==> config.mk <==
export PLATFORM = sky130hd
export DESIGN_NAME = booth_signed_multiplier_flat
export DESIGN_NICKNAME = d
export VERILOG_FILES = /design/src/rtl/bsm_pkg.sv /design/src/rtl/bsm_if.sv /design/src/rtl/booth_signed_multiplier.sv /design/src/rtl/bsm_step.sv /design/src/flat_wrapper.sv
export SDC_FILE = /design/constraint.sdc
export NUM_CORES = 1
export LEC_CHECK = 0
export BUFFER_PORTS_ARGS = -buffer_cell sky130_fd_sc_hd__buf_2
export CORE_UTILIZATION = 25
export CTS_BUF_LIST = sky130_fd_sc_hd__clkbuf_4 sky130_fd_sc_hd__clkbuf_8
export DETAILED_ROUTE_END_ITERATION = 10
export SLEW_MARGIN = 20
export SYNTH_ARGS = -nofsm -noshare
export SYNTH_HDL_FRONTEND = slang
export SYNTH_SLANG_ARGS = --single-unit
==> constraint.sdc <==
create_clock -name i_clk -period 10.6 [get_ports i_clk]
set_clock_uncertainty 0.15 [all_clocks]
set_input_delay 2.12 -clock i_clk [delete_from_list [all_inputs] [get_ports i_clk]]
set_output_delay 2.12 -clock i_clk [all_outputs]
set_load 0.05 [all_outputs]
==> src/rtl/bsm_pkg.sv <==
// bsm_pkg: shared constants for the booth signed multiplier
// no dependencies; imported by the interfaces, the step stage and the top level
package bsm_pkg;

    // default operand width in bits
    localparam int unsigned BSM_WIDTH = 8;

endpackage : bsm_pkg

==> src/rtl/bsm_if.sv <==
// bsm_if: valid/ready channels for operand items and product items
// depends on bsm_pkg for the default operand width

// operand channel: multiplicand and multiplier
interface bsm_in_if
    import bsm_pkg::*;
#(
    parameter int unsigned WIDTH = BSM_WIDTH
);
    logic                    valid;
    logic                    ready;
    logic signed [WIDTH-1:0] multiplicand;
    logic signed [WIDTH-1:0] multiplier;

    modport source (output valid, output multiplicand, output multiplier, input ready);
    modport sink   (input valid, input multiplicand, input multiplier, output ready);
endinterface : bsm_in_if

// result channel: full signed product
interface bsm_out_if
    import bsm_pkg::*;
#(
    parameter int unsigned WIDTH = BSM_WIDTH
);
    logic                      valid;
    logic                      ready;
    logic signed [2*WIDTH-1:0] product;

    modport source (output valid, output product, input ready);
    modport sink   (input valid, input product, output ready);
endinterface : bsm_out_if

==> src/rtl/booth_signed_multiplier.sv <==
// channel  | modport | payload                          | role
// ---------+---------+----------------------------------+------------------------
// i_in     | sink    | multiplicand, multiplier (WIDTH) | operand items in
// o_out    | source  | product (2*WIDTH)                | product items out
//
// one registered booth step per multiplier bit, WIDTH stages in a row, the last
// stage acting as the output register. a new item may enter every cycle unless
// a finished product stalls, so throughput is one product per cycle.
// while a finished product waits unaccepted the whole pipeline holds and
// i_in.ready is low; nothing is dropped or repeated.
// i_rst_n (synchronous, active low) clears every stage valid bit and holds i_in.ready low.
//
// booth_signed_multiplier: top level, chains WIDTH bsm_step stages
// depends on bsm_pkg, bsm_in_if, bsm_out_if and bsm_step
module booth_signed_multiplier
    import bsm_pkg::*;
#(
    parameter int unsigned WIDTH = BSM_WIDTH
) (
    input  logic      i_clk,
    input  logic      i_rst_n,
    bsm_in_if.sink    i_in,
    bsm_out_if.source o_out
);

    logic             w_en;
    logic             w_valid [0:WIDTH];
    logic [WIDTH:0]   w_acc   [0:WIDTH];
    logic [WIDTH-1:0] w_mpr   [0:WIDTH];
    logic             w_prev  [0:WIDTH];
    logic [WIDTH:0]   w_mcand [0:WIDTH];

    // whole pipeline advances unless a finished product is stalled
    assign w_en       = !o_out.valid || o_out.ready;
    assign i_in.ready = w_en && i_rst_n;

    // stage zero inputs: cleared accumulator and previous bit, guarded multiplicand
    assign w_valid[0] = i_in.valid;
    assign w_acc[0]   = '0;
    assign w_mpr[0]   = i_in.multiplier;
    assign w_prev[0]  = 1'b0;
    assign w_mcand[0] = {i_in.multiplicand[WIDTH-1], i_in.multiplicand};

    // one booth step per multiplier bit
    for (genvar k = 0; k < WIDTH; k++) begin : g_step
        bsm_step #(
            .WIDTH(WIDTH)
        ) u_step (
            .i_clk   (i_clk),
            .i_rst_n (i_rst_n),
            .i_en    (w_en),
            .i_valid (w_valid[k]),
            .i_acc   (w_acc[k]),
            .i_mpr   (w_mpr[k]),
            .i_prev  (w_prev[k]),
            .i_mcand (w_mcand[k]),
            .o_valid (w_valid[k+1]),
            .o_acc   (w_acc[k+1]),
            .o_mpr   (w_mpr[k+1]),
            .o_prev  (w_prev[k+1]),
            .o_mcand (w_mcand[k+1])
        );
    end

    // product: low WIDTH bits of the accumulator over the shifted multiplier
    assign o_out.valid   = w_valid[WIDTH];
    assign o_out.product = {w_acc[WIDTH][WIDTH-1:0], w_mpr[WIDTH]};

endmodule : booth_signed_multiplier

==> src/rtl/bsm_step.sv <==
// bsm_step: one registered radix-2 booth step (add/subtract, then arithmetic shift)
// depends on bsm_pkg for the default operand width
module bsm_step
    import bsm_pkg::*;
#(
    parameter int unsigned WIDTH = BSM_WIDTH
) (
    input  logic             i_clk,
    input  logic             i_rst_n,
    input  logic             i_en,
    input  logic             i_valid,
    input  logic [WIDTH:0]   i_acc,
    input  logic [WIDTH-1:0] i_mpr,
    input  logic             i_prev,
    input  logic [WIDTH:0]   i_mcand,
    output logic             o_valid,
    output logic [WIDTH:0]   o_acc,
    output logic [WIDTH-1:0] o_mpr,
    output logic             o_prev,
    output logic [WIDTH:0]   o_mcand
);

    typedef enum logic [1:0] {
        OP_KEEP,
        OP_ADD,
        OP_SUB
    } t_op;

    t_op              w_op;
    logic [WIDTH:0]   w_sum;
    logic             r_valid;
    logic [WIDTH:0]   r_acc;
    logic [WIDTH-1:0] r_mpr;
    logic             r_prev;
    logic [WIDTH:0]   r_mcand;
    logic [WIDTH:0]   n_acc;
    logic [WIDTH-1:0] n_mpr;

    // booth pair decode on current low bit and the bit shifted out before
    always_comb begin
        case ({i_mpr[0], i_prev})
            2'b10:   w_op = OP_SUB;
            2'b01:   w_op = OP_ADD;
            default: w_op = OP_KEEP;
        endcase
    end

    // guarded accumulator update
    always_comb begin
        case (w_op)
            OP_ADD:  w_sum = i_acc + i_mcand;
            OP_SUB:  w_sum = i_acc - i_mcand;
            default: w_sum = i_acc;
        endcase
    end

    // arithmetic right shift of accumulator and multiplier as one word
    assign n_acc = {w_sum[WIDTH], w_sum[WIDTH:1]};
    assign n_mpr = {w_sum[0], i_mpr[WIDTH-1:1]};

    // valid bit, cleared by reset
    always_ff @(posedge i_clk) begin
        if (!i_rst_n) begin
            r_valid <= 1'b0;
        end else if (i_en) begin
            r_valid <= i_valid;
        end
    end

    // payload registers
    always_ff @(posedge i_clk) begin
        if (i_en) begin
            r_acc   <= n_acc;
            r_mpr   <= n_mpr;
            r_prev  <= i_mpr[0];
            r_mcand <= i_mcand;
        end
    end

    assign o_valid = r_valid;
    assign o_acc   = r_acc;
    assign o_mpr   = r_mpr;
    assign o_prev  = r_prev;
    assign o_mcand = r_mcand;

endmodule : bsm_step

==> src/flat_wrapper.sv <==
// flat-port wrapper written by rule: the top's interface ports become plain ports
module booth_signed_multiplier_flat import bsm_pkg::*;
#(
    parameter int unsigned WIDTH = BSM_WIDTH
)
  (i_clk, i_rst_n, i_in_valid, i_in_multiplicand, i_in_multiplier, i_in_ready, o_out_valid, o_out_product, o_out_ready);
  bsm_in_if #(.WIDTH(WIDTH)) i_in_i ();
  bsm_out_if #(.WIDTH(WIDTH)) o_out_i ();
  input  logic i_clk;
  input  logic i_rst_n;
  input wire logic [$bits(i_in_i.valid)-1:0] i_in_valid;
  input wire logic [$bits(i_in_i.multiplicand)-1:0] i_in_multiplicand;
  input wire logic [$bits(i_in_i.multiplier)-1:0] i_in_multiplier;
  output wire logic [$bits(i_in_i.ready)-1:0] i_in_ready;
  output wire logic [$bits(o_out_i.valid)-1:0] o_out_valid;
  output wire logic [$bits(o_out_i.product)-1:0] o_out_product;
  input wire logic [$bits(o_out_i.ready)-1:0] o_out_ready;
  assign i_in_i.valid = i_in_valid;
  assign i_in_i.multiplicand = i_in_multiplicand;
  assign i_in_i.multiplier = i_in_multiplier;
  assign i_in_ready = i_in_i.ready;
  assign o_out_valid = o_out_i.valid;
  assign o_out_product = o_out_i.product;
  assign o_out_i.ready = o_out_ready;
  booth_signed_multiplier #(.WIDTH(WIDTH)) u_core (.i_clk(i_clk), .i_rst_n(i_rst_n), .i_in(i_in_i), .o_out(o_out_i));
endmodule
==> qor.txt <==
Setup-failing EPs final - 0
Crit Path Class - input pin to output pin
Die height - 210.9 um
Final WL - 18,230 um
Period minus WS final - 6.044 ns
Core ar. - 43,080 um^2
Die W - 210.9 um
CTS resizes - 0
H-tree depth - 4
Dpl hpwl - 13,230 um
Met1 usage - 0.09015
WP data arrival - 3.77 ns
GR peak layer - met2
Synth Area per Inst - 11.64 um^2
GRT met2 Usage - 0.1641
Post-synthesis xor/xnor area fraction - 0.06022
Max FO, Critical Path - 118
Synth Area in Compound Gates - 0.1162
Largest family of logic cells by synthesized area - simple AND/OR/NAND/NOR gates
Wire per inst - 11.64 um
Slew @ Worst Pin - 1.010 ns
First drt pass iteration count - 4
Syn_nets - 1,035
Initial Util - 0.2532
GRT Util Overall - 0.08637
Skew-Pair Late Insertion Delay - 0.48 ns
Max-cap violations - 0
TritonCTS Buffers - 17
Area of the die - 44,470 um^2
Area post-placement - 11,740 um^2
Ports - 38
Post-CTS Setup Bufs - 0
Via-to-Cell Ratio - 4.402
Seq/Total Area, Yosys - 0.5405
DRC Markers - 0
Vias in the first global route - 6,903
Gpl congestion - 0.7891
EDFF count, synth - 191
Yosys cell types - 59
Post-Synthesis Cells - 937
M3 GR Usage - 0.02423
Largest net degree at the start of global routing - 119
Design Area, Final - 12,110 um^2
Adder-Cell Fraction of Synth Area - 0.09429
Vias - 6,898
Layout cell share with drive strength beyond 1 - 0.09776
Final Max Tran Viols - 0
Port Buffers - 37
R2R setup slack - 7.33 ns
Final hold violations - 0
Setup crit end kind - output pin
Layout Utilization - 0.2811
TritonCTS Sinks - 199
Top FF cell, synth - edfxtp_1
CP Launch Type - input pin
Ys async rst share - 0
Remaining antenna violation count after routing - 0
Critical Path RT - 8.33 ns
Area delta synth->final - 11.02%
Final #Nets - 1,067
Setup TNS Final - 0 ns
Initial antenna violation count - 0
Period utilisation layout - 0.5702
Clock slew at reported path FFs - 0.09 ns
TritonCTS clock tree - done
CTS Hold Buffers Added - 0
Clk root buf - clkbuf_8
Synth Warn # - 0
Static leakage - 0.004487 uW
Row count - 76
First-pass GRT wire length - 31,120 um
RSZ-0062 raised after global routing - no
Status - finished clean
Max Fclk - 0.1655 GHz
First DRT Iteration DRCs - 272
Grt total ovfl - 0
Worst min path class - register to register
Worst vdd ir - 0.1072 mV
Post-Synth Simple-Gate Area - 0.1374
Multiplexer share of the synthesized area - 0.01916
CTS Buffer Depth - 2
Post-Syn Area - 10,910 um^2
Pwr Density - 217.4 nW/um^2
Slew HR - 0.3267
Diodes inserted - 0
#FFs+latches synth - 199
[layout make-up]
type / count / area [um^2]
Fill cell: 4403 / 30970
Sequential cell: 199 / 5896
Multi-Input combinational cell: 647 / 4661
Tap cell: 585 / 732.0
Inverter: 66 / 255.2
Clock buffer: 17 / 234.0
Timing Repair Buffer: 38 / 192.7
Clock inverter: 15 / 140.1
[state kept, by name, summed over array words and instances (netlist names)]
register	count
u_core.g_step.u_step.o_acc	64
u_core.g_step.u_step.o_mcand	56
u_core.g_step.u_step.o_mpr	64
u_core.g_step.u_step.o_prev	7
u_core.g_step.u_step.o_valid	8
[critical path, cell delays in order]
cell	delay, ns
buf_2	0.09
nor2b_1	0.64
inv_8	0.39
and2_1	0.31
buf_2	0.20
[cell usage after synthesis, drive strengths merged, types with 5 or more instances]
master	number	area share
edfxtp	191	0.53
ha	71	0.081
nand2	66	0.023
inv	65	0.022
nor2	59	0.020
xnor2	59	0.047
nor3	51	0.023
a21oi	45	0.021
o21ai	41	0.020
clkbuf	20	0.0072
o21a	19	0.013
nor3b	18	0.012
xor2	16	0.013
nand3	15	0.0069
mux2i	13	0.012
o31ai	12	0.0083
o211ai	11	0.0076
or3	11	0.0063
a211oi	10	0.0078
nand2b	10	0.0071
and2	9	0.0052
nor4	9	0.0052
nor4b	9	0.0078
a21boi	8	0.0055
dfxtp	8	0.015
a31oi	7	0.0040
fa	7	0.013
mux2	7	0.0072
o21bai	6	0.0041
or4	6	0.0045
buf	5	0.0023
o2111ai	5	0.0040
o41ai	5	0.0040
[routing by layer]
metal	routed length, um	share of wire
met5	0	0
met1	7607	0.42
met2	9796	0.54
met4	285	0.016
met3	543	0.030
[worst paths after layout]
path | start | to | cells after the start
worst min-delay path | u_core.g_step[3].u_step.o_mpr[3] | u_core.g_step[4].u_step.o_mpr[2] | 0
worst max register to register | u_core.g_step[5].u_step.o_prev | u_core.g_step[6].u_step.o_acc[7] | 9
worst min register to register | u_core.g_step[3].u_step.o_mpr[3] | u_core.g_step[4].u_step.o_mpr[2] | 0
worst max-delay path | o_out_ready | i_in_ready | 5
[cells in the final DEF, fill, tap and decap left out, drive strengths merged, types with 5 or more instances in the layout]
master and n:
a211oi 10, a21boi 8, a21oi 45, a31oi 7, and2 9, buf 38, clkbuf 17, clkinv 6
dfxtp 8, edfxtp 191, fa 7, ha 71, inv 73, mux2 7, mux2i 13, nand2 66
nand2b 10, nand3 15, nor2 59, nor3 51, nor3b 18, nor4 9, nor4b 9, o2111ai 5
o211ai 11, o21a 19, o21ai 41, o21bai 6, o31ai 12, o41ai 5, or3 11, or4 6
xnor2 59, xor2 16
[per-stage QoR]
step / setup WS (ns) / hold WS [ns] / cells / power, uW
4_1_cts: 4.433 / 0.2779 / 1567 / 2664
3_3_place_gp: 4.457 / 0.2527 / 1535 / 2145
5_1_grt: 4.404 / 0.2823 / 1567 / 2837
2_1_floorplan: 0.4887 / 0.2503 / 937 / 1978
6_report: 4.556 / 0.2764 / 1567 / 2633
3_5_place_dp: 4.442 / 0.2545 / 1535 / 2181
[kinds of logic after synthesis]
group	count (synthesis)
and+or+nand+nor	286
xor gates and xnor gates	75
AOI/OAI and AO/OA	188
adders and majority gates	78
muxes	20
buffers and inverters	91
DFF	199
[power by group]
part / internal (uW) / leakage [uW] / switching, uW / total, uW
Combinational: 418 / 0.00217 / 570 / 989
Sequential: 1080 / 0.00213 / 94.0 / 1170
Clock: 191 / 0.000189 / 281 / 472
Total: 1690 / 0.00449 / 946 / 2630
(Power assumes the default switching activity.)
